### config.mk
export PLATFORM = sky130hd
export DESIGN_NAME = msp_enc_datapath
export DESIGN_NICKNAME = d
export VERILOG_FILES = /design/src/msp_enc_pkg.sv /design/src/msp_enc_datapath.sv
export SDC_FILE = /design/constraint.sdc
export NUM_CORES = 2
export LEC_CHECK = 0
export BUFFER_PORTS_ARGS = -buffer_cell sky130_fd_sc_hd__buf_4
export CAP_MARGIN = 20
export CORE_UTILIZATION = 30
export DETAILED_ROUTE_END_ITERATION = 12
export PLACE_DENSITY = 0.53
export SYNTH_ARGS = -nofsm -noshare
export SYNTH_HDL_FRONTEND = slang
export SYNTH_SLANG_ARGS = --single-unit
### constraint.sdc
create_clock -name clk -period 33.2 [get_ports clk]
set_input_delay 1.66 -clock clk [delete_from_list [all_inputs] [get_ports clk]]
set_output_delay 1.66 -clock clk [all_outputs]
set_load 0.05 [all_outputs]
### src/msp_enc_pkg.sv
// Package for the MSP v1 frame ring encoder: payload structs, codes, state encoding
// and the command and status groups that join the controller and the datapath.
// It depends on nothing else.
`timescale 1ns / 1ps
`default_nettype none
package msp_enc_pkg;

  typedef enum logic [1:0] {
    OP_BEGIN   = 2'd0,
    OP_PAYLOAD = 2'd1,
    OP_DRAIN   = 2'd2
  } enc_op_t;

  localparam logic [1:0] STATUS_OK       = 2'd0;
  localparam logic [1:0] STATUS_NO_ROOM  = 2'd1;
  localparam logic [1:0] STATUS_IGNORED  = 2'd2;
  localparam logic [1:0] STATUS_FRAME    = 2'd3;

  localparam logic [7:0] HDR_DOLLAR   = 8'h24;
  localparam logic [7:0] HDR_M        = 8'h4D;
  localparam logic [7:0] HDR_GT       = 8'h3E;
  localparam logic [7:0] CMD_RESET    = 8'd182;
  localparam logic [8:0] FRAME_EXTRA  = 9'd6;

  localparam logic [2:0] HDR_IDX_DOLLAR = 3'd0;
  localparam logic [2:0] HDR_IDX_M      = 3'd1;
  localparam logic [2:0] HDR_IDX_GT     = 3'd2;
  localparam logic [2:0] HDR_IDX_LEN    = 3'd3;
  localparam logic [2:0] HDR_IDX_CMD    = 3'd4;

  localparam logic REG_PORT_ENABLED = 1'b0;
  localparam logic REG_COMMAND_CODE = 1'b1;

  typedef struct packed {
    logic [1:0] op;
    logic [7:0] frame_length;
    logic [7:0] data_byte;
  } enc_req_t;

  typedef struct packed {
    logic [1:0] status;
    logic       tx_valid;
    logic [7:0] tx_byte;
    logic [8:0] fill_level;
  } enc_rsp_t;

  typedef enum logic [2:0] {
    ST_IDLE,
    ST_HEADER,
    ST_PAYLOAD,
    ST_CHECKSUM,
    ST_DRAIN,
    ST_RESULT
  } enc_state_t;

  typedef struct packed {
    logic       take;
    logic       set_status;
    logic [1:0] status_code;
    logic       hdr_write;
    logic [2:0] hdr_index;
    logic       payload_write;
    logic       sum_write;
    logic       drain_read;
    logic       load_result;
  } enc_cmd_t;

  typedef struct packed {
    logic frame_open;
    logic room_ok;
    logic ring_empty;
    logic len_zero;
    logic last_payload;
    logic slot_free;
  } enc_flags_t;

endpackage
`default_nettype wire

### src/msp_enc_datapath.sv
// Datapath of the MSP v1 frame ring encoder: ring memory, pointers, checksum,
// frame counters and the result register. It depends on msp_enc_pkg.
`timescale 1ns / 1ps
`default_nettype none
module msp_enc_datapath
  import msp_enc_pkg::*;
#(
  parameter int RING_DEPTH = 512
) (
  input  wire logic       clk,
  input  wire logic       rst,
  input  wire enc_req_t   req,
  input  wire logic [7:0] command_code,
  input  wire enc_cmd_t   cmd,
  output enc_flags_t      flags,
  output logic            rsp_valid,
  input  wire logic       rsp_stall,
  output enc_rsp_t        rsp
);

  localparam int PTR_W = $clog2(RING_DEPTH);
  localparam int CW    = ((PTR_W > 9) ? PTR_W : 9) + 1;
  localparam logic [PTR_W-1:0] PTR_LAST = PTR_W'(RING_DEPTH - 1);
  localparam logic [PTR_W:0]   DEPTH_X  = (PTR_W + 1)'(RING_DEPTH);

  logic [7:0]       ring [RING_DEPTH];
  logic [PTR_W-1:0] wp, rp;
  logic [7:0]       checksum;
  logic [7:0]       remaining;
  logic             frame_open;
  logic [1:0]       op_q;
  logic [7:0]       len_q, data_q, cmd_q;
  logic [1:0]       status_q;
  logic [7:0]       rd_data;
  logic [PTR_W-1:0] fill;
  logic [PTR_W:0]   fill_wide;
  logic [CW-1:0]    free_space, need_space;
  logic             mem_we;
  logic [7:0]       wr_byte;
  logic             tx_sent;

  assign fill_wide  = {1'b0, wp} + ((wp < rp) ? DEPTH_X : '0) - {1'b0, rp};
  assign fill       = fill_wide[PTR_W-1:0];
  assign free_space = CW'(PTR_LAST) - CW'(fill);
  assign need_space = CW'(req.frame_length) + CW'(FRAME_EXTRA);

  assign flags.frame_open   = frame_open;
  assign flags.room_ok      = !(free_space < need_space);
  assign flags.ring_empty   = (fill == '0);
  assign flags.len_zero     = (len_q == 8'd0);
  assign flags.last_payload = (remaining == 8'd1);
  assign flags.slot_free    = !rsp_valid || !rsp_stall;

  assign mem_we = cmd.hdr_write || cmd.payload_write || cmd.sum_write;

  always_comb begin
    wr_byte = checksum;
    if (cmd.hdr_write) begin
      case (cmd.hdr_index)
        HDR_IDX_DOLLAR: wr_byte = HDR_DOLLAR;
        HDR_IDX_M:      wr_byte = HDR_M;
        HDR_IDX_GT:     wr_byte = HDR_GT;
        HDR_IDX_LEN:    wr_byte = len_q;
        HDR_IDX_CMD:    wr_byte = cmd_q;
        default:        wr_byte = cmd_q;
      endcase
    end else if (cmd.payload_write) begin
      wr_byte = data_q;
    end
  end

  always_ff @(posedge clk) begin
    if (mem_we) ring[wp] <= wr_byte;
    if (cmd.drain_read) rd_data <= ring[rp];
  end

  always_ff @(posedge clk) begin
    if (cmd.take) begin
      op_q   <= req.op;
      len_q  <= req.frame_length;
      data_q <= req.data_byte;
      cmd_q  <= command_code;
    end
    if (cmd.set_status) status_q <= cmd.status_code;
  end

  always_ff @(posedge clk) begin
    if (rst) begin
      wp         <= '0;
      rp         <= '0;
      checksum   <= 8'd0;
      remaining  <= 8'd0;
      frame_open <= 1'b0;
    end else begin
      if (mem_we) wp <= (wp == PTR_LAST) ? '0 : wp + PTR_W'(1);
      if (cmd.drain_read) rp <= (rp == PTR_LAST) ? '0 : rp + PTR_W'(1);
      if (cmd.hdr_write && cmd.hdr_index == HDR_IDX_CMD) begin
        checksum   <= len_q ^ cmd_q;
        remaining  <= len_q;
        frame_open <= (len_q != 8'd0);
      end
      if (cmd.payload_write) begin
        checksum  <= checksum ^ data_q;
        remaining <= remaining - 8'd1;
        if (remaining == 8'd1) frame_open <= 1'b0;
      end
    end
  end

  assign tx_sent = (status_q == STATUS_OK) && (op_q == OP_DRAIN);

  always_ff @(posedge clk) begin
    if (rst) begin
      rsp_valid <= 1'b0;
    end else if (cmd.load_result) begin
      rsp_valid <= 1'b1;
    end else if (!rsp_stall) begin
      rsp_valid <= 1'b0;
    end
  end

  always_ff @(posedge clk) begin
    if (cmd.load_result) begin
      rsp.status     <= status_q;
      rsp.tx_valid   <= tx_sent;
      rsp.tx_byte    <= tx_sent ? rd_data : 8'd0;
      rsp.fill_level <= 9'(fill);
    end
  end

`ifndef SYNTHESIS
  a_open_has_bytes: assert property (@(posedge clk) disable iff (rst)
    frame_open |-> (remaining != 8'd0))
    else $error("open frame with no payload bytes left");
  a_no_overflow: assert property (@(posedge clk) disable iff (rst)
    mem_we |-> (fill != PTR_LAST))
    else $error("ring write while the ring is full");
  a_open_from_header: assert property (@(posedge clk) disable iff (rst)
    $rose(frame_open) |-> $past(cmd.hdr_write))
    else $error("frame opened without a header");
  a_one_access: assert property (@(posedge clk) disable iff (rst)
    $onehot0({cmd.hdr_write, cmd.payload_write, cmd.sum_write, cmd.drain_read}))
    else $error("more than one ring access in a cycle");
`endif

endmodule
`default_nettype wire

# Word-level counts from Yosys, hierarchy flattened
# Memories as Yosys holds them, arrays and structs flattened. A register that Yosys moved wholly into a read port is not among the register bits.
# Index checks and enable logic that the tools add are counted.
# classes
n_eq_ne,9
magnitude_cmp,1
reduce_logical,14
add_sub_neg,7
mux,16
bitwise_logic,2
# ops
cell,count
$mux 8,6
$pmux 8 s4,1
$add 9x1->9 const B,2
$eq 9x9->1 const B,2
$mux 9,2
$xor 8x8->8,2
$lt 10x9->1,1
$sub 9x9->10 const A,1
$add 8x3->9 const B,1
$add 9x9->9 const B,1
$logic_not 9->1,1
$sub 9x9->9,1
$eq 8x1->1 const B,1
$logic_not 8->1,1
$reduce_bool 8->1,1
$sub 8x1->8 const B,1
$mux 1,7
$eq 3x2->1 const B,2
$eq 3x1->1 const B,1
$eq 3x3->1 const B,1
$logic_not 1->1,3
$logic_not 3->1,1
$logic_or 1x1->1,3
$eq 2x2->1 const B,1
4 further kinds,5
# totals
ram_bits,4096
mem_count,1
elab_cells,65
regBits,84
output_inout_bits,27
in_bits,41
# mem_list
name,words,width,rd,rd_clocked_by_memory_dff,write_ports,line_no,text
ring,512,8,1,1,1,msp_enc_datapath.sv:26,logic [7:0] ring [RING_DEPTH];

# Longest topological paths before layout
# logic_depth
depth_word,5
mapped_depth,18
ltp_nobuf,15

# Worst setup path after synthesis
# No wires, ideal clock.
# synth_path
path_type,input -> register
start,in cmd[3] (netlist bit)
end,"mem ring[0][0], data pin"
path_slack_ns,7.112
n_path_buf,1
cell_stages,4
arrival_time_ns,21.921
setup_time_ns,4.167
path_cell_list,inv_1 > clkbuf_1 > a21boi_0 > o21ai_0
# synth_via
elab_chain_len,2
# synth_rtl
item,line_no,text
"start, declared",msp_enc_datapath.sv:14,"input wire enc_cmd_t cmd,"
$mux 8,msp_enc_datapath.sv:67,end else if (cmd.payload_write) begin
$mux 8,msp_enc_datapath.sv:58,if (cmd.hdr_write) begin
net wr_byte[0],msp_enc_datapath.sv:39,logic [7:0] wr_byte;
"end, declared",msp_enc_datapath.sv:26,
# The timed path passes the listed nets, and every way through them passes these cells.

==> metrics.yaml <==
status:
  status: "finished, final reports clean"
layout:
  drive_above_1_share_pct: 22.7
  utilization_pct: 34.4
  fin_nets: 8229
  nFillCells: 50200
  stdcell_count: 15800
  multi_input_area_sq_mm: 0.0354
  regArea_sq_mm: 0.125
  syn2layout_area_growth_pct: 14.2
setup_path:
  startpoint_type: "flip-flop"
  critical_path_class: "reg -> reg"
  worst_ep_arrival_time_ns: 7.70
  crit_slowest_cell: "a211oi_1"
  path_cells: "buf_4 -> buf_4 -> buf_4 -> buf_4 -> mux4_2 -> a22o_1 -> a221oi_1 -> o22ai_1 -> a211oi_1 -> nand4_1 -> o31a_1"
  required_ns: 33.94
  path_common_cell: "buf_4"
  slowest_delay_ns: 0.92
  path_max_fanout: 53
  end_kind: "flip-flop"
  cp_num_buf_inv: 4
  cp_top_family: "buffers and inverters"
pwr:
  p_per_area_mw_per_mm2: 61.4
  switching_share_pct: 22.5
  vdd_drop_max_mv: 0.0484
  clkPwrFrac_pct: 41.9
  combPwrFrac_pct: 6.2
  total_power_mw: 11.4
  intPower_mw: 8.87
  power.switching_mw: 2.58
  p_seq_share_pct: 51.9
  power_leakage_nw: 56.4
logic_synthesis:
  yosysTopAreaCellShare_pct: 76.4
  synth.most_common_cell: "edfxtp_1"
  async_flop_share_pct: 0
  synth_nets: 7984
  synthXorXnorAreaFrac_pct: 0.177
  yosysWarnings: 0
  synth.avg_cell_area_sq_um: 20.6
  synth_mux_area_share_pct: 14.9
  synthTopCellsByArea: "edfxtp_1 (76%), mux4_2 (13%), mux2i_1 (1.7%)"
  ys_seq_area_share_pct: 76.8
  synthAdderAreaFrac_pct: 0.219
  synth_top_family_by_area: "multiplexers"
  synth-compound-area-share_pct: 3.26
  yosysTopAreaCell: "edfxtp_1"
  synthTopCellsByCount: "edfxtp_1 (4152), mux4_2 (940), nor2_1 (635)"
  synth_flop_cell: "edfxtp_1"
  syn-cell-area_sq_mm: 0.163
  yosys.cell_types.count: 78
  synth_edf_count: 4152
  synth-simple-area-share_pct: 2.87
  netlist_instances: 7915
  ys_seq_elements: 4188
worst_hold_path:
  hold_path_class: "reg -> reg"
route:
  drtAntennaViolNets: 0
  wirelength_mm: 499
  dr.pass1.iters: 6
  num_vias: 84300
  wl_per_cell_microns: 31.7
  drc: 0
  vias_per_cell: 5.35
  drt_iter0_drc: 11700
timing:
  worstMarginPinSlew_ns: 1.41
  period_share_pct: 21.0
  rsz0062_at_grt: "no"
  slew_headroom_pct: 5.69
  tns_ns: 0
  min_period_ns: 6.96
  maxSlewViolCount: 0
  finalSetupViolCount: 0
  hold_viol: 0
  fin_ws_ns: 26.24
  fmax_ghz: 0.144
  fin_skew_ns: 0.0665
global_routing:
  grt_pass1_wl_mm: 689
  grt_pass1_vias: 83700
  overflow: 0
  grtUsageTotal_pct: 17.7
  antenna_found_initial: 54
  grt_max_degree: 209
floorplan:
  start_util_pct: 30.2
  die_h_microns: 740
  core_area_sq_mm: 0.541
  io_pins: 68
  core.rowCount: 270
  die-area_sq_mm: 0.547
  die_w_microns: 740
clock_network:
  cts.sinks: 4188
  htreeDepth: 5
  clk_latency_ns: 1.02
  cts_buffers: 434
  clk_pin_slew_ns: 0.06
  cts_hold_buffers: 0
  cts_resized: 0
  cts_buffer_depth: 4
  cts_setup_buffers: 0
  cts-root-buf: "clkbuf_16"
  cts_tree: "built"
place:
  gp_congestion: 0.823
  dp_cells: 14900
  port_buffers: 67
  hpwlAfterDp_mm: 301
  place_ws_ns: 26.25
flow_run:
  max_cap_viol_count: 0
## per-layer routing
| layer | vias to the layer above | part of all wire, % | track usage [%] |
|---|---|---|---|
| li1 | 33400 | - | - |
| met4 | 16 | 3.9 | 6.37 |
| met2 | 4505 | 46 | 27.5 |
| met5 | - | 0.022 | 0 |
| met3 | 839 | 10 | 3.98 |
| met1 | 45500 | 40 | 24.5 |
## state kept, by name, summed over array words and instances, names as in the netlist, 2 cells and up
name and flops:
cmd_q 8, remaining 8, checksum 8, rp 9, ring 4096, op_q 2
status_q 2, data_q 8, rsp 20, wp 9, rd_data 8, len_q 8
## logic make-up (layout without fill, tap and decap cells)
logic type	count (synthesis)	in the layout
XOR/XNOR	33	33
AO/OA/AOI/OAI	783	783
multiplexers	1249	1249
AND/OR/NAND/NOR	1121	1121
flip-flops	4188	4188
buffers and inverters	513	1107
other	0	36
adder cells (fa/ha/maj)	28	28
## per-stage QoR
step                      instance area (sq um)  hold slack (ns)
after floorplan                          163000            0.427
after global placement                   172000            0.455
after detailed placement                 172000            0.459
after CTS                                186000            0.469
after global routing                     186000            0.487
final                                    186000            0.460
## power by group through the flow
| stage | Sequential [mW] | Combinational [mW] | Clock (mW) |
|---|---|---|---|
| detailed placement | 6.05 | 0.713 | 0 |
| floorplan | 6.28 | 0.426 | 0 |
| finish | 5.94 | 0.708 | 4.79 |
| global placement | 6.05 | 0.695 | 0 |
| CTS | 5.94 | 0.714 | 4.86 |
| global route | 5.94 | 0.745 | 5.04 |
## worst reg2reg max path, stage by stage, from the launching register on
cell      delay (ns)
dfxtp_4         0.61
buf_4           0.75
buf_4           0.85
buf_4           0.80
buf_4           0.76
mux4_2          0.45
a22o_1          0.23
a221oi_1        0.37
o22ai_1         0.31
a211oi_1        0.93
nand4_1         0.42
o31a_1          0.22
## area by class of cell
cell class	count	area share, %
multi-input combinational	3214	19.0
clock buffer	520	6.03
tap	7208	4.84
clock inverter	265	1.41
inverter	27	0.0618
sequential	4188	67.3
timing repair buffer	295	1.31
antenna	36	0.0484
## path summary, 6_finish.rpt
check	startpoint	to	slack [ns]	cells after the start
worst max-delay path	rp[1]	rd_data[2]	26.24	11
worst min register to register	status_q[1]	rsp[19]	0.46	0
worst max register to register	rp[1]	rd_data[2]	26.24	11
worst min-delay path	status_q[1]	rsp[19]	0.46	0
## layout by cell type (no fill, tap or decap), types with 107 or more instances in the layout
cell	count
buf_4	270
clkbuf_16	436
o21ai_0	109
mux2i_1	282
nand2_1	249
clkinv_1	107
a22oi_1	132
edfxtp_1	4152
nor2_1	630
a21oi_1	157
mux4_2	940
(Power assumes the default switching activity.)
