<file path="src/msp_enc_pkg.sv">
// Package for the MSP v1 frame ring encoder: payload structs, codes, state encoding
// and the command and status groups that join the controller and the datapath.
// It depends on nothing else.
`timescale 1ns / 1ps
`default_nettype none
package msp_enc_pkg;

  typedef enum logic [1:0] {
    OP_BEGIN   = 2'd0,
    OP_PAYLOAD = 2'd1,
    OP_DRAIN   = 2'd2
  } enc_op_t;

  localparam logic [1:0] STATUS_OK       = 2'd0;
  localparam logic [1:0] STATUS_NO_ROOM  = 2'd1;
  localparam logic [1:0] STATUS_IGNORED  = 2'd2;
  localparam logic [1:0] STATUS_FRAME    = 2'd3;

  localparam logic [7:0] HDR_DOLLAR   = 8'h24;
  localparam logic [7:0] HDR_M        = 8'h4D;
  localparam logic [7:0] HDR_GT       = 8'h3E;
  localparam logic [7:0] CMD_RESET    = 8'd182;
  localparam logic [8:0] FRAME_EXTRA  = 9'd6;

  localparam logic [2:0] HDR_IDX_DOLLAR = 3'd0;
  localparam logic [2:0] HDR_IDX_M      = 3'd1;
  localparam logic [2:0] HDR_IDX_GT     = 3'd2;
  localparam logic [2:0] HDR_IDX_LEN    = 3'd3;
  localparam logic [2:0] HDR_IDX_CMD    = 3'd4;

  localparam logic REG_PORT_ENABLED = 1'b0;
  localparam logic REG_COMMAND_CODE = 1'b1;

  typedef struct packed {
    logic [1:0] op;
    logic [7:0] frame_length;
    logic [7:0] data_byte;
  } enc_req_t;

  typedef struct packed {
    logic [1:0] status;
    logic       tx_valid;
    logic [7:0] tx_byte;
    logic [8:0] fill_level;
  } enc_rsp_t;

  typedef enum logic [2:0] {
    ST_IDLE,
    ST_HEADER,
    ST_PAYLOAD,
    ST_CHECKSUM,
    ST_DRAIN,
    ST_RESULT
  } enc_state_t;

  typedef struct packed {
    logic       take;
    logic       set_status;
    logic [1:0] status_code;
    logic       hdr_write;
    logic [2:0] hdr_index;
    logic       payload_write;
    logic       sum_write;
    logic       drain_read;
    logic       load_result;
  } enc_cmd_t;

  typedef struct packed {
    logic frame_open;
    logic room_ok;
    logic ring_empty;
    logic len_zero;
    logic last_payload;
    logic slot_free;
  } enc_flags_t;

endpackage
`default_nettype wire

</file>
<file path="src/msp_enc_ctrl.sv">
// Controller state machine of the MSP v1 frame ring encoder.
// It depends on msp_enc_pkg and drives the datapath through enc_cmd_t.
`timescale 1ns / 1ps
`default_nettype none
module msp_enc_ctrl
  import msp_enc_pkg::*;
(
  input  wire logic       clk,
  input  wire logic       rst,
  input  wire logic       req_valid,
  output logic            req_stall,
  input  wire logic [1:0] req_op,
  input  wire logic       port_enabled,
  input  wire enc_flags_t flags,
  output enc_cmd_t        cmd
);

  enc_state_t state, state_next;
  logic [2:0] hdr_count, hdr_count_next;
  logic [1:0] verdict;

  always_ff @(posedge clk) begin
    if (rst) begin
      state     <= ST_IDLE;
      hdr_count <= HDR_IDX_DOLLAR;
    end else begin
      state     <= state_next;
      hdr_count <= hdr_count_next;
    end
  end

  always_comb begin
    verdict = STATUS_IGNORED;
    if (port_enabled) begin
      case (req_op)
        OP_BEGIN: begin
          if (flags.frame_open) verdict = STATUS_FRAME;
          else if (!flags.room_ok) verdict = STATUS_NO_ROOM;
          else verdict = STATUS_OK;
        end
        OP_PAYLOAD: verdict = flags.frame_open ? STATUS_OK : STATUS_FRAME;
        OP_DRAIN: verdict = flags.ring_empty ? STATUS_IGNORED : STATUS_OK;
        default: verdict = STATUS_IGNORED;
      endcase
    end
  end

  always_comb begin
    state_next     = state;
    hdr_count_next = hdr_count;
    case (state)
      ST_IDLE: begin
        hdr_count_next = HDR_IDX_DOLLAR;
        if (req_valid) begin
          if (verdict != STATUS_OK) state_next = ST_RESULT;
          else if (req_op == OP_BEGIN) state_next = ST_HEADER;
          else if (req_op == OP_PAYLOAD) state_next = ST_PAYLOAD;
          else state_next = ST_DRAIN;
        end
      end
      ST_HEADER: begin
        hdr_count_next = hdr_count + 3'd1;
        if (hdr_count == HDR_IDX_CMD) begin
          state_next = flags.len_zero ? ST_CHECKSUM : ST_RESULT;
        end
      end
      ST_PAYLOAD: state_next = flags.last_payload ? ST_CHECKSUM : ST_RESULT;
      ST_CHECKSUM: state_next = ST_RESULT;
      ST_DRAIN: state_next = ST_RESULT;
      ST_RESULT: begin
        if (flags.slot_free) state_next = ST_IDLE;
      end
      default: state_next = ST_IDLE;
    endcase
  end

  always_comb begin
    cmd             = '0;
    cmd.status_code = verdict;
    cmd.hdr_index   = hdr_count;
    req_stall       = 1'b1;
    case (state)
      ST_IDLE: begin
        req_stall      = 1'b0;
        cmd.take       = req_valid;
        cmd.set_status = req_valid;
      end
      ST_HEADER: cmd.hdr_write = 1'b1;
      ST_PAYLOAD: cmd.payload_write = 1'b1;
      ST_CHECKSUM: cmd.sum_write = 1'b1;
      ST_DRAIN: cmd.drain_read = 1'b1;
      ST_RESULT: cmd.load_result = flags.slot_free;
      default: req_stall = 1'b1;
    endcase
  end

`ifndef SYNTHESIS
  a_header_len: assert property (@(posedge clk) disable iff (rst)
    (state == ST_HEADER) |-> (hdr_count <= HDR_IDX_CMD))
    else $error("header index ran past the command byte");
  a_result_follows: assert property (@(posedge clk) disable iff (rst)
    (state == ST_DRAIN) |=> (state == ST_RESULT))
    else $error("drain did not end in a result");
  a_take_idle: assert property (@(posedge clk) disable iff (rst)
    cmd.take |=> (state != ST_IDLE))
    else $error("accepted transaction produced no work");
`endif

endmodule
`default_nettype wire

</file>
<file path="config.mk">
export PLATFORM = sky130hd
export DESIGN_NAME = msp_enc_ctrl
export DESIGN_NICKNAME = d
export VERILOG_FILES = /design/src/msp_enc_pkg.sv /design/src/msp_enc_ctrl.sv
export SDC_FILE = /design/constraint.sdc
export NUM_CORES = 1
export LEC_CHECK = 0
export ABC_CLOCK_PERIOD_IN_PS = 2400
export BUFFER_PORTS_ARGS = -buffer_cell sky130_fd_sc_hd__buf_2
export CAP_MARGIN = 20
export CORE_AREA = 10 10 47 49
export CTS_BUF_LIST = sky130_fd_sc_hd__clkbuf_4 sky130_fd_sc_hd__clkbuf_8
export DETAILED_ROUTE_END_ITERATION = 8
export DIE_AREA = 0 0 57 59
export PLACE_DENSITY_LB_ADDON = 0.25
export SYNTH_ARGS = -nofsm -noshare
export SYNTH_HDL_FRONTEND = slang
export SYNTH_SLANG_ARGS = --single-unit
</file>
<file path="constraint.sdc">
create_clock -name clk -period 2.4 [get_ports clk]
set_clock_uncertainty 0.2 [all_clocks]
set_input_delay 0.6 -clock clk [delete_from_list [all_inputs] [get_ports clk]]
set_output_delay 0.6 -clock clk [all_outputs]
set_load 0.005 [all_outputs]
</file>
# --- After elaboration in Yosys (flattened, before gate mapping) ---
# Cells that the tools add are included.
word_totals:
  ff_bits: 6
  input_bits: 12
  out_inout_bits: 13
  word_cells: 43
classes:
  add_sub_neg: 1
  n_eq_ne: 11
  mux: 23
  reduce_logical: 6
op_table:
  columns: ["operator", "n"]
  rows:
  - ["$mux W3", 8]
  - ["$pmux W3 S5", 1]
  - ["$mux W2", 5]
  - ["$eq A3 B3 Y1 const B", 3]
  - ["$mux W1", 7]
  - ["$eq A3 B2 Y1 const B", 2]
  - ["$ne A2 B2 Y1 const B", 3]
  - ["$pmux W2 S3", 1]
  - ["$pmux W3 S2", 1]
  - ["$reduce_bool A2 Y1", 2]
  - ["$add A3 B1 Y3 const B", 1]
  - ["$eq A3 B1 Y1 const B", 1]
  - ["$logic_not A3 Y1", 1]
  - ["$reduce_and A3 Y1", 1]
  - ["$eq A2 B1 Y1 const B", 1]
  - ["$eq A2 B2 Y1 const B", 1]
  - ["$logic_not A2 Y1", 1]
  - ["$reduce_or A2 Y1", 1]

# --- Longest topological paths before layout ---
# Gate-level depths: netlist of run 1.
depth:
  ltp_word: 8
  depth_mapped: 6
  mapped_depth_nobuf: 6

# --- Worst setup path after synthesis of run 1 ---
# No wires, ideal clock.
synth_path:
  path_type: "in2out"
  from: "input flags[5] (netlist bit)"
  to: "output cmd[8] (netlist bit)"
  arrival_ns: 1.084
  setup_slack_ns: 0.516
  stages: 3
  path_buffers: 0
  path_cell_list: "nand2_1 > a21boi_0 > and3b_1"
synth_rtl:
  columns: ["item", "line", "rtl"]
  rows:
  - ["start: declaration", "msp_enc_ctrl.sv:14", "input wire enc_flags_t flags,"]
  - ["end: declaration", "msp_enc_ctrl.sv:15", "output enc_cmd_t cmd"]

==> flow_results.xml, run 1 <==
<?xml version="1.0" encoding="UTF-8"?>
<metrics>
  <group name="layout">
    <metric name="postLayoutCoreUtil" unit="%">43.6</metric>
    <metric name="drive_above_1_share" unit="%">33.7</metric>
    <metric name="finish.net_count" unit="">102</metric>
    <metric name="n_fill_cell" unit="">159</metric>
    <metric name="antennaDiodeCount" unit="">0</metric>
    <metric name="flow.area_growth_from_synthesis" unit="%">27.4</metric>
  </group>
  <group name="timing">
    <metric name="maxSlewHeadroom" unit="%">72.4</metric>
    <metric name="worst_pin_slew" unit="ns">0.413</metric>
    <metric name="layout_min_cycle_time" unit="ns">2.19</metric>
    <metric name="drv_slew" unit="">0</metric>
    <metric name="final.period_utilization" unit="%">91.3</metric>
    <metric name="rsz0062_at_grt" unit="">false</metric>
    <metric name="report.final.hold_viol_count" unit="">0</metric>
    <metric name="max_freq" unit="MHz">457</metric>
    <metric name="finalSetupViolations" unit="">0</metric>
    <metric name="setup-tns-final" unit="ns">0</metric>
  </group>
  <group name="grt">
    <metric name="gr-total-overflow" unit="">0</metric>
    <metric name="grt_use_met3" unit="%">3.22</metric>
    <metric name="grt_util_met1" unit="%">8.12</metric>
    <metric name="grt_max_degree" unit="">14</metric>
    <metric name="vias_in_the_first_global_route" unit="">539</metric>
    <metric name="grt.total_usage" unit="%">8.19</metric>
    <metric name="antenna_found_initial" unit="">0</metric>
    <metric name="grtUsageMet2" unit="%">13.2</metric>
    <metric name="first_pass_grt_wire_length" unit="um">2240</metric>
    <metric name="most_crowded_layer_gr" unit="">met2</metric>
  </group>
  <group name="clocking">
    <metric name="ctsHoldBuffers" unit="">0</metric>
    <metric name="tritoncts_num_sinks" unit="">6</metric>
    <metric name="post-cts-setup-buffers" unit="">0</metric>
    <metric name="ctsLongestPathBuffers" unit="">2</metric>
    <metric name="worst_setup_hold_path_clk_slew" unit="ns">0.04</metric>
    <metric name="later_pin_clock_latency_in_the_skew_report" unit="ns">0.24</metric>
    <metric name="ctsResizeCount" unit="">0</metric>
    <metric name="tritoncts" unit="">yes</metric>
    <metric name="clk_root_buffer_cell" unit="">clkbuf_4</metric>
    <metric name="total_clock_buffers_created_by_cts" unit="">3</metric>
    <metric name="clock_tree.htree_level_count" unit="">1</metric>
  </group>
  <group name="worst_hold_path">
    <metric name="min_delay_worst_endpoint" unit="">hdr_count[2]$_SDFFE_PP0P_</metric>
    <metric name="worst_hold_path.num_cells" unit="">2</metric>
    <metric name="hold_path.class" unit="">reg2reg</metric>
    <metric name="hold_start" unit="">hdr_count[2]$_SDFFE_PP0P_</metric>
  </group>
  <group name="setup_path">
    <metric name="endpoint_arrival_time_on_the_critical_path" unit="ns">1.39</metric>
    <metric name="setup.worst_path.start_class" unit="">register</metric>
    <metric name="number_of_cell_instances_on_the_worst_register_to_register_path" unit="">4</metric>
    <metric name="timing.critical_path.max_delay_family" unit="">flip-flops</metric>
    <metric name="critical_path.cell_chain" unit="">inv_1 -&gt; nor3_2 -&gt; buf_2</metric>
    <metric name="regToRegStartpoint" unit="">state[2]$_SDFFE_PP0P_</metric>
    <metric name="cp_slowest_cell" unit="">dfxtp_1</metric>
    <metric name="crit_path_max_fanout" unit="">12</metric>
    <metric name="required" unit="ns">1.60</metric>
    <metric name="worstSetupPathType" unit="">reg2out</metric>
    <metric name="critical_path.reg2reg.endpoint" unit="">state[0]$_SDFFE_PP0P_</metric>
    <metric name="end_kind" unit="">output port</metric>
    <metric name="critical_path_buf_inv_count" unit="">2</metric>
    <metric name="r2r_setup_slack" unit="ns">0.74</metric>
    <metric name="critical-path-max-stage-delay" unit="ns">0.56</metric>
  </group>
  <group name="synth">
    <metric name="synth_top_cell_by_area" unit="">dfxtp_1</metric>
    <metric name="synth.top_cells.by_area" unit="">dfxtp_1 (25%), nand3b_1 (6.3%), a21oi_1 (5.2%)</metric>
    <metric name="ys_dominant_reg_cell" unit="">dfxtp_1</metric>
    <metric name="syn_nets" unit="">77</metric>
    <metric name="syn_area_per_cell" unit="sq um">7.61</metric>
    <metric name="yosys.cell_types.count" unit="">27</metric>
    <metric name="synth_edf_count" unit="">0</metric>
    <metric name="synth_area" unit="sq um">479</metric>
    <metric name="synthesis.yosys.warnings" unit="">0</metric>
    <metric name="synth.cells.most_frequent" unit="">dfxtp_1 (6), nand2_1 (6), a21oi_1 (5), nor2_1 (5)</metric>
    <metric name="synth_largest_type_area_fraction" unit="%">25.1</metric>
    <metric name="synthArstFlopShare" unit="%">0</metric>
    <metric name="syn_inst" unit="">63</metric>
    <metric name="synth.ff_latch_count" unit="">6</metric>
    <metric name="synth_seq_area_share" unit="%">25.1</metric>
  </group>
  <group name="power">
    <metric name="pwr_density_cell" unit="nW/um^2">881</metric>
    <metric name="power.static_leakage" unit="nW">0.287</metric>
    <metric name="vdd_ir_drop_max" unit="mV">0.335</metric>
  </group>
  <group name="route">
    <metric name="drt-total-wl" unit="um">1390</metric>
    <metric name="dr.pass1.iters" unit="">4</metric>
    <metric name="drc_errors" unit="">0</metric>
    <metric name="vias_per_cell" unit="">5.13</metric>
    <metric name="via_count" unit="">523</metric>
    <metric name="antenna_violating_nets_post_route" unit="">0</metric>
    <metric name="post_detailed_route_wirelength_per_cell" unit="um">13.6</metric>
    <metric name="initialDrtViolationCount" unit="">2</metric>
  </group>
  <group name="floorplan">
    <metric name="floorplan.die.height" unit="um">59</metric>
    <metric name="starting_density_of_the_core" unit="%">34.2</metric>
    <metric name="design.core.area" unit="sq um">1400</metric>
    <metric name="die_area" unit="sq um">3360</metric>
    <metric name="std_cell_rows" unit="">14</metric>
    <metric name="ios" unit="">25</metric>
    <metric name="dieWidth" unit="um">57</metric>
  </group>
  <group name="placed_design">
    <metric name="place_hpwl" unit="um">1090</metric>
    <metric name="place_congestion" unit="">0.793</metric>
    <metric name="buffer_ports.inserted" unit="">24</metric>
  </group>
  <group name="run_status">
    <metric name="outcome" unit="">complete, no violations</metric>
  </group>
  <group name="job">
    <metric name="drv_cap" unit="">0</metric>
  </group>
</metrics>
==> cell families after synthesis <==
| logic type | synth area share [%] |
|---|---|
| AND/OR/NAND/NOR | 37.1 |
| AO/OA/AOI/OAI | 23.0 |
| adder cells (fa/ha/maj) | 5.22 |
| buffers and inverters | 9.66 |
| flip-flops | 25.1 |
==> worst max-delay path by stage <==
stage | cells past startpoint | slack (ns) | end | startpoint
2_1_floorplan | 3 | 0.52 | cmd[8] | flags[5]
3_3_place_gp | 5 | 0.27 | cmd[8] | req_op[0]
3_5_place_dp | 5 | 0.23 | cmd[8] | req_op[0]
4_1_cts | 3 | 0.21 | cmd[7] | state[0]$_SDFFE_PP0P_
5_1_grt | 3 | 0.11 | cmd[7] | state[0]$_SDFFE_PP0P_
6_report | 3 | 0.21 | cmd[7] | state[0]$_SDFFE_PP0P_
==> layout by cell type (no fill, tap or decap), types with 2 or more instances in the layout <==
cell type	instances
clkbuf_4	3
nor3_2	2
dfxtp_1	6
nor2_1	5
nand2_1	6
o21ai_0	4
nand2b_1	3
inv_1	4
ha_1	2
nand3b_1	4
a21oi_1	5
and3b_1	2
o22ai_1	3
buf_2	24
nor3b_1	2
==> state kept, by name, indices dropped and copies added, names as in the netlist <==
signal     cells
hdr_count      3
state          3
==> stage by stage <==
step	setup WS, ns	instance area, sq um	cells	hold slack (ns)	power [mW]
2_1_floorplan	0.516	479	63	0.262	0.368
3_3_place_gp	0.267	588	99	0.266	0.442
3_5_place_dp	0.228	588	99	0.276	0.448
4_1_cts	0.206	611	102	0.281	0.548
5_1_grt	0.108	611	102	0.304	0.593
6_report	0.209	611	102	0.281	0.538
==> tightest hold or removal path: stages (launching register included) <==
cell and delay (ns):
dfxtp_1 0.32, nand2_1 0.06, a21oi_1 0.05
==> routing by layer <==
| layer | share of wire, % | routed length (um) |
|---|---|---|
| met1 | 43 | 596 |
| met2 | 47 | 652 |
| met3 | 8.1 | 113 |
| met4 | 1.7 | 24 |
| met5 | 0 | 0 |
==> power breakdown <==
group | leakage [nW] | switching [mW] | internal [mW] | total, mW
logic | 0.224 | 0.131 | 0.125 | 0.256
clock network | 0.0138 | 0.0363 | 0.0566 | 0.0928
registers | 0.0491 | 0.0640 | 0.125 | 0.189
total | 0.287 | 0.232 | 0.306 | 0.538
==> layout make-up <==
type / count / area (sq um) / area share [%]
multi-input combinational: 49 / 313 / 51.2
sequential: 6 / 120 / 19.7
tap: 16 / 20.0 / 3.28
clock buffer: 3 / 22.5 / 3.69
inverter: 4 / 15.0 / 2.46
timing repair buffer: 24 / 120 / 19.7
(Power assumes the default switching activity.)
==> inputs of run 2 (changes only) <==
--- a/config.mk
+++ b/config.mk
@@ -5,7 +5,7 @@
 export SDC_FILE = /design/constraint.sdc
 export NUM_CORES = 1
 export LEC_CHECK = 0
-export ABC_CLOCK_PERIOD_IN_PS = 2400
+export ABC_CLOCK_PERIOD_IN_PS = 2700
 export BUFFER_PORTS_ARGS = -buffer_cell sky130_fd_sc_hd__buf_2
 export CAP_MARGIN = 20
 export CORE_AREA = 10 10 47 49
==> constraint.sdc (replaced) <==
create_clock -name clk -period 2.7 [get_ports clk]
set_clock_uncertainty 0.2 [all_clocks]
set_input_delay 0.675 -clock clk [delete_from_list [all_inputs] [get_ports clk]]
set_output_delay 0.675 -clock clk [all_outputs]
set_load 0.005 [all_outputs]
==> run 2 against run 1 <==
Routed wire length is 0.14% lower. Combinational power is 11% lower. Utilization stayed put. Critical path depth is 2 higher. Count of clock-buffer cells in the layout stayed put. Worst setup slack better by 0.18 ns. Largest cell class unchanged. Highest routed layer unchanged. Final area stayed put. Critical path type is now in2out. Global-route usage is 0.47 points lower. Final cell count stayed put.
==> flow_results.xml, run 2 (synthesized netlist as in run 1, its figures left out) <==
<?xml version="1.0" encoding="UTF-8"?>
<metrics>
  <group name="setup_path">
    <metric name="worstSetupPathType" unit="">in2out</metric>
    <metric name="endpoint_arrival_time_on_the_critical_path" unit="ns">1.44</metric>
    <metric name="required" unit="ns">1.82</metric>
    <metric name="crit_path_max_fanout" unit="">4</metric>
    <metric name="end_kind" unit="">output port</metric>
    <metric name="setup.worst_path.start_class" unit="">primary input</metric>
  </group>
  <group name="grt">
    <metric name="grt_use_met3" unit="%">2.36</metric>
    <metric name="grtUsageMet2" unit="%">12.2</metric>
    <metric name="first_pass_grt_wire_length" unit="um">2130</metric>
    <metric name="vias_in_the_first_global_route" unit="">506</metric>
    <metric name="antenna_found_initial" unit="">0</metric>
    <metric name="gr-total-overflow" unit="">0</metric>
    <metric name="grt_max_degree" unit="">14</metric>
    <metric name="grt.total_usage" unit="%">7.71</metric>
    <metric name="grt_util_met1" unit="%">8.01</metric>
    <metric name="most_crowded_layer_gr" unit="">met2</metric>
  </group>
  <group name="route">
    <metric name="via_count" unit="">521</metric>
    <metric name="initialDrtViolationCount" unit="">13</metric>
    <metric name="drt-total-wl" unit="um">1390</metric>
    <metric name="vias_per_cell" unit="">5.11</metric>
    <metric name="post_detailed_route_wirelength_per_cell" unit="um">13.6</metric>
    <metric name="antenna_violating_nets_post_route" unit="">0</metric>
    <metric name="dr.pass1.iters" unit="">4</metric>
    <metric name="drc_errors" unit="">0</metric>
  </group>
  <group name="timing">
    <metric name="maxSlewHeadroom" unit="%">71.9</metric>
    <metric name="report.final.hold_viol_count" unit="">0</metric>
    <metric name="layout_min_cycle_time" unit="ns">2.31</metric>
    <metric name="max_freq" unit="MHz">432</metric>
    <metric name="drv_slew" unit="">0</metric>
    <metric name="finalSetupViolations" unit="">0</metric>
    <metric name="worst_pin_slew" unit="ns">0.421</metric>
    <metric name="setup-tns-final" unit="ns">0</metric>
    <metric name="rsz0062_at_grt" unit="">false</metric>
    <metric name="final.period_utilization" unit="%">85.7</metric>
    <metric name="hold-worst-slack" unit="ns">0.279</metric>
  </group>
  <group name="layout">
    <metric name="leading_cell_type_in_the_layout_fill_and_taps_excluded" unit="">buf_2</metric>
    <metric name="drive_above_1_share" unit="%">33.7</metric>
    <metric name="antennaDiodeCount" unit="">0</metric>
    <metric name="finish.net_count" unit="">102</metric>
    <metric name="final_cell_mix" unit="">buf_2 (24), nand2_1 (6), dfxtp_1 (6)</metric>
    <metric name="top_regs" unit="">hdr_count x3, state x3</metric>
    <metric name="flow.area_growth_from_synthesis" unit="%">27.4</metric>
  </group>
  <group name="placed_design">
    <metric name="buffer_ports.inserted" unit="">24</metric>
    <metric name="place_hpwl" unit="um">1090</metric>
    <metric name="place_congestion" unit="">0.793</metric>
  </group>
  <group name="floorplan">
    <metric name="die_area" unit="sq um">3360</metric>
    <metric name="std_cell_rows" unit="">14</metric>
    <metric name="ios" unit="">25</metric>
    <metric name="starting_density_of_the_core" unit="%">34.2</metric>
    <metric name="design.core.area" unit="sq um">1400</metric>
    <metric name="dieWidth" unit="um">57</metric>
    <metric name="floorplan.die.height" unit="um">59</metric>
  </group>
  <group name="clocking">
    <metric name="tritoncts_num_sinks" unit="">6</metric>
    <metric name="clock_tree.htree_level_count" unit="">1</metric>
    <metric name="ctsHoldBuffers" unit="">0</metric>
    <metric name="post-cts-setup-buffers" unit="">0</metric>
    <metric name="ctsLongestPathBuffers" unit="">2</metric>
    <metric name="later_pin_clock_latency_in_the_skew_report" unit="ns">0.25</metric>
    <metric name="ctsResizeCount" unit="">0</metric>
    <metric name="clk_root_buffer_cell" unit="">clkbuf_4</metric>
    <metric name="tritoncts" unit="">yes</metric>
    <metric name="total_clock_buffers_created_by_cts" unit="">3</metric>
    <metric name="worst_setup_hold_path_clk_slew" unit="ns">0.05</metric>
  </group>
  <group name="power">
    <metric name="part_of_the_power_in_combinational_logic" unit="%">47.3</metric>
    <metric name="power.static_leakage" unit="nW">0.287</metric>
    <metric name="switching_share" unit="%">43.4</metric>
    <metric name="p_sw" unit="uW">209</metric>
    <metric name="power.sequential.fraction" unit="%">35.0</metric>
    <metric name="power.share.clock" unit="%">17.8</metric>
    <metric name="vdd_ir_drop_max" unit="mV">0.297</metric>
    <metric name="pwr_density_cell" unit="nW/um^2">788</metric>
    <metric name="internal-power" unit="uW">272</metric>
  </group>
  <group name="run_status">
    <metric name="outcome" unit="">complete, no violations</metric>
  </group>
  <group name="job">
    <metric name="drv_cap" unit="">0</metric>
  </group>
  <group name="worst_hold_path">
    <metric name="hold_path.class" unit="">reg2reg</metric>
  </group>
</metrics>
run 2: final timing paths:
kind	slack, ns	depth (start not counted)	from	to
min reg2reg	0.28	2	hdr_count[2]$_SDFFE_PP0P_	hdr_count[2]$_SDFFE_PP0P_
max	0.39	5	req_op[0]	cmd[8]
min	0.28	2	hdr_count[2]$_SDFFE_PP0P_	hdr_count[2]$_SDFFE_PP0P_
max reg2reg	1.05	4	state[2]$_SDFFE_PP0P_	state[2]$_SDFFE_PP0P_
run 2: cell type report:
type,instances,area (sq um)
timing repair buffer,24,120
inverter,4,15.0
multi-input combinational,49,313
clock buffer,3,22.5
tap,16,20.0
sequential,6,120
fill,162,791
run 2: per-layer routing:
metal  wire length, um  vias up
li1                  -      273
met1               610      228
met2               643       18
met3               107        2
met4                24        0
met5                 0        -
run 2: critical path: stages:
cell,delay [ns]
buf_2,0.12
nand2_1,0.10
a21boi_0,0.25
and3b_1,0.19
buf_2,0.11
run 2: metrics by stage:
| step | std cells | util (%) | cell area [sq um] | total power, mW | setup slack, ns |
|---|---|---|---|---|---|
| after floorplan | 63 | - | 479 | 0.327 | 0.666 |
| after global placement | 99 | 42.0 | 588 | 0.393 | 0.417 |
| after detailed placement | 99 | 42.0 | 588 | 0.399 | 0.383 |
| after CTS | 102 | 43.6 | 611 | 0.488 | 0.379 |
| after global routing | 102 | 43.6 | 611 | 0.523 | 0.326 |
| final | 102 | 43.6 | 611 | 0.481 | 0.386 |
run 2: power by group through the flow:
| stage | clock, mW | combinational, mW | sequential, mW |
|---|---|---|---|
| 2_1_floorplan | 0 | 0.201 | 0.126 |
| 3_3_place_gp | 0 | 0.226 | 0.167 |
| 3_5_place_dp | 0 | 0.231 | 0.168 |
| 4_1_cts | 0.0891 | 0.232 | 0.167 |
| 5_1_grt | 0.0920 | 0.257 | 0.174 |
| 6_report | 0.0854 | 0.227 | 0.168 |
==> inputs of run 3 (changes only) <==
--- a/config.mk
+++ b/config.mk
@@ -5,6 +5,7 @@
 export SDC_FILE = /design/constraint.sdc
 export NUM_CORES = 1
 export LEC_CHECK = 0
+export ABC_AREA = 1
 export ABC_CLOCK_PERIOD_IN_PS = 2700
 export BUFFER_PORTS_ARGS = -buffer_cell sky130_fd_sc_hd__buf_2
 export CAP_MARGIN = 20
@@ -12,6 +13,7 @@
 export CTS_BUF_LIST = sky130_fd_sc_hd__clkbuf_4 sky130_fd_sc_hd__clkbuf_8
 export DETAILED_ROUTE_END_ITERATION = 8
 export DIE_AREA = 0 0 57 59
+export HOLD_SLACK_MARGIN = 0.1
 export PLACE_DENSITY_LB_ADDON = 0.25
 export SYNTH_ARGS = -nofsm -noshare
 export SYNTH_HDL_FRONTEND = slang
==> run 3 against run 2 <==
Power is 5.6% higher. Worst setup slack better by 0.048 ns. Final cell count is 22% higher. Critical path depth is 2 higher. First-iteration DRC count is 46% lower. Sequential power is 17% lower. Clock power is 8.5% lower. Routed wire length is 7.6% lower. Via count is 12% higher. Area after synthesis is 2.1% higher. Final area is 5.5% higher. Sequential cell count stayed put. Critical endpoint unchanged.
==> flow_results.xml, run 3 <==
<?xml version="1.0" encoding="UTF-8"?>
<metrics>
  <group name="run_status">
    <metric name="outcome" unit="">complete, no violations</metric>
  </group>
  <group name="grt">
    <metric name="antenna_found_initial" unit="">0</metric>
    <metric name="grt_max_degree" unit="">6</metric>
    <metric name="grt.total_usage" unit="%">7.77</metric>
    <metric name="vias_in_the_first_global_route" unit="">537</metric>
    <metric name="gr-total-overflow" unit="">0</metric>
    <metric name="first_pass_grt_wire_length" unit="um">2200</metric>
  </group>
  <group name="layout">
    <metric name="flow.area_growth_from_synthesis" unit="%">31.7</metric>
    <metric name="finish.net_count" unit="">124</metric>
    <metric name="final_cell_mix" unit="">buf_2 (24), nand2_1 (17), inv_1 (16)</metric>
    <metric name="top_regs" unit="">hdr_count x3, state x3</metric>
    <metric name="antennaDiodeCount" unit="">0</metric>
    <metric name="count_of_non_filler_cells_in_the_finished_layout" unit="">124</metric>
    <metric name="leading_cell_type_in_the_layout_fill_and_taps_excluded" unit="">buf_2</metric>
    <metric name="postLayoutCoreUtil" unit="%">46.0</metric>
    <metric name="design_area" unit="sq um">644</metric>
    <metric name="drive_above_1_share" unit="%">32.4</metric>
  </group>
  <group name="clocking">
    <metric name="total_clock_buffers_created_by_cts" unit="">3</metric>
    <metric name="clock_tree.htree_level_count" unit="">1</metric>
    <metric name="post-cts-setup-buffers" unit="">0</metric>
    <metric name="tritoncts_num_sinks" unit="">6</metric>
    <metric name="clk_root_buffer_cell" unit="">clkbuf_4</metric>
    <metric name="worst_setup_hold_path_clk_slew" unit="ns">0.04</metric>
    <metric name="ctsLongestPathBuffers" unit="">2</metric>
    <metric name="tritoncts" unit="">yes</metric>
    <metric name="later_pin_clock_latency_in_the_skew_report" unit="ns">0.24</metric>
    <metric name="ctsHoldBuffers" unit="">0</metric>
    <metric name="ctsResizeCount" unit="">0</metric>
  </group>
  <group name="setup_path">
    <metric name="endpoint_arrival_time_on_the_critical_path" unit="ns">1.39</metric>
    <metric name="worstSetupPathType" unit="">in2out</metric>
    <metric name="regToRegStartpoint" unit="">state[0]$_SDFFE_PP0P_</metric>
    <metric name="critical_path.reg2reg.endpoint" unit="">state[2]$_SDFFE_PP0P_</metric>
    <metric name="required" unit="ns">1.82</metric>
    <metric name="end_kind" unit="">output port</metric>
    <metric name="r2r_setup_slack" unit="ns">1.28</metric>
    <metric name="setup.worst_path.start_class" unit="">primary input</metric>
    <metric name="number_of_cell_instances_on_the_worst_register_to_register_path" unit="">8</metric>
    <metric name="crit_path_max_fanout" unit="">4</metric>
  </group>
  <group name="floorplan">
    <metric name="floorplan.die.height" unit="um">59</metric>
    <metric name="die_area" unit="sq um">3360</metric>
    <metric name="starting_density_of_the_core" unit="%">34.9</metric>
    <metric name="std_cell_rows" unit="">14</metric>
    <metric name="ios" unit="">25</metric>
    <metric name="design.core.area" unit="sq um">1400</metric>
    <metric name="dieWidth" unit="um">57</metric>
  </group>
  <group name="timing">
    <metric name="report.final.hold_viol_count" unit="">0</metric>
    <metric name="final.period_utilization" unit="%">83.9</metric>
    <metric name="max_freq" unit="MHz">441</metric>
    <metric name="drv_slew" unit="">0</metric>
    <metric name="worst_pin_slew" unit="ns">0.268</metric>
    <metric name="rsz0062_at_grt" unit="">false</metric>
    <metric name="finalSetupViolations" unit="">0</metric>
    <metric name="maxSlewHeadroom" unit="%">82.1</metric>
    <metric name="setup-tns-final" unit="ns">0</metric>
    <metric name="layout_min_cycle_time" unit="ns">2.27</metric>
  </group>
  <group name="synth">
    <metric name="synthArstFlopShare" unit="%">0</metric>
    <metric name="synth_largest_type_area_fraction" unit="%">24.6</metric>
    <metric name="synth_area" unit="sq um">489</metric>
    <metric name="synth.ff_latch_count" unit="">6</metric>
    <metric name="synth_seq_area_share" unit="%">24.6</metric>
    <metric name="synth_edf_count" unit="">0</metric>
    <metric name="ys_dominant_reg_cell" unit="">dfxtp_1</metric>
    <metric name="syn_area_per_cell" unit="sq um">5.97</metric>
    <metric name="most_common_cell_in_the_netlist" unit="">nand2_1</metric>
    <metric name="synth_top_cell_by_area" unit="">dfxtp_1</metric>
    <metric name="synthesis.yosys.warnings" unit="">0</metric>
    <metric name="yosys.cell_types.count" unit="">20</metric>
    <metric name="synth.top_cells.by_area" unit="">dfxtp_1 (25%), nand2_1 (13%), inv_1 (12%)</metric>
    <metric name="syn_inst" unit="">82</metric>
    <metric name="synth.cells.most_frequent" unit="">nand2_1 (17), inv_1 (16), nor2_1 (12)</metric>
    <metric name="syn_nets" unit="">96</metric>
  </group>
  <group name="job">
    <metric name="drv_cap" unit="">0</metric>
  </group>
  <group name="worst_hold_path">
    <metric name="hold_path.class" unit="">reg2reg</metric>
    <metric name="worst_hold_path.num_cells" unit="">1</metric>
    <metric name="min_delay_worst_endpoint" unit="">hdr_count[2]$_SDFFE_PP0P_</metric>
    <metric name="hold_start" unit="">hdr_count[2]$_SDFFE_PP0P_</metric>
  </group>
  <group name="placed_design">
    <metric name="buffer_ports.inserted" unit="">24</metric>
    <metric name="place_congestion" unit="">0.793</metric>
    <metric name="place_hpwl" unit="um">1140</metric>
    <metric name="placement.cell_area" unit="sq um">622</metric>
    <metric name="dp.cells" unit="">121</metric>
  </group>
  <group name="route">
    <metric name="drc_errors" unit="">0</metric>
    <metric name="vias_per_cell" unit="">4.69</metric>
    <metric name="via_count" unit="">582</metric>
    <metric name="antenna_violating_nets_post_route" unit="">0</metric>
    <metric name="initialDrtViolationCount" unit="">7</metric>
    <metric name="dr.pass1.iters" unit="">4</metric>
    <metric name="drt-total-wl" unit="um">1280</metric>
    <metric name="post_detailed_route_wirelength_per_cell" unit="um">10.3</metric>
  </group>
  <group name="power">
    <metric name="power.static_leakage" unit="nW">0.376</metric>
    <metric name="pwr_density_cell" unit="nW/um^2">788</metric>
    <metric name="vdd_ir_drop_max" unit="mV">0.405</metric>
  </group>
</metrics>
-- run 3: changes by cell type after synthesis, moves of 4 or more --
cell	delta
o21ai_0	-4
nand2_1	+11
inv_2	+4
inv_1	+12
nor2_1	+7
nand3_1	+4
nand3b_1	-4
-- run 3: per-stage QoR --
step	hold slack, ns	power (mW)	worst slack [ns]
2_1_floorplan	0.261	0.346	0.707
3_3_place_gp	0.267	0.436	0.472
3_5_place_dp	0.282	0.438	0.440
4_1_cts	0.287	0.519	0.435
5_1_grt	0.304	0.576	0.309
6_report	0.279	0.508	0.434
-- run 3: kinds of logic after synthesis --
group                    Yosys count  synth area share (%)
AO/OA/AOI/OAI                     12                  15.3
flip-flops                         6                  24.6
buffers and inverters             21                  16.9
AND/OR/NAND/NOR                   41                  38.1
adder cells (fa/ha/maj)            2                  5.11
-- run 3: worst max-delay path: stages --
cell and delay (ns):
buf_2 0.12, nor2_1 0.17, nand2_1 0.07, nand2_1 0.10, inv_1 0.06, nor2_1 0.08, buf_2 0.11
-- run 3: metal layers --
layer / share of wire (%) / wire (um) / track usage (%) / up-vias
li1: - / - / - / 312
met1: 49 / 625 / 9.38 / 247
met2: 45 / 572 / 12.6 / 23
met3: 6.4 / 82 / 2.36 / 0
met4: 0 / 0 / 3.02 / 0
met5: 0 / 0 / 0 / -
-- run 3: where the power goes --
part / switching [mW] / internal, mW / total [mW]
logic: 0.175 / 0.115 / 0.290
clock network: 0.0281 / 0.0500 / 0.0781
registers: 0.0265 / 0.113 / 0.139
total: 0.230 / 0.278 / 0.508
-- run 3: how the worst max path moves through the flow --
stage	startpoint	end	cells after the start
floorplan	req_op[0]	cmd[8]	5
global placement	req_op[0]	cmd[8]	7
detailed placement	req_op[0]	cmd[8]	7
CTS	req_op[0]	cmd[8]	7
global route	req_op[0]	cmd[8]	7
finish	req_op[0]	cmd[8]	7
-- run 3: layout make-up --
class / instances / area, sq um
fill: 172 / 757
multi-input combinational: 55 / 287
sequential: 6 / 120
timing repair buffer: 24 / 120
inverter: 20 / 75.1
clock buffer: 3 / 22.5
tap: 16 / 20.0
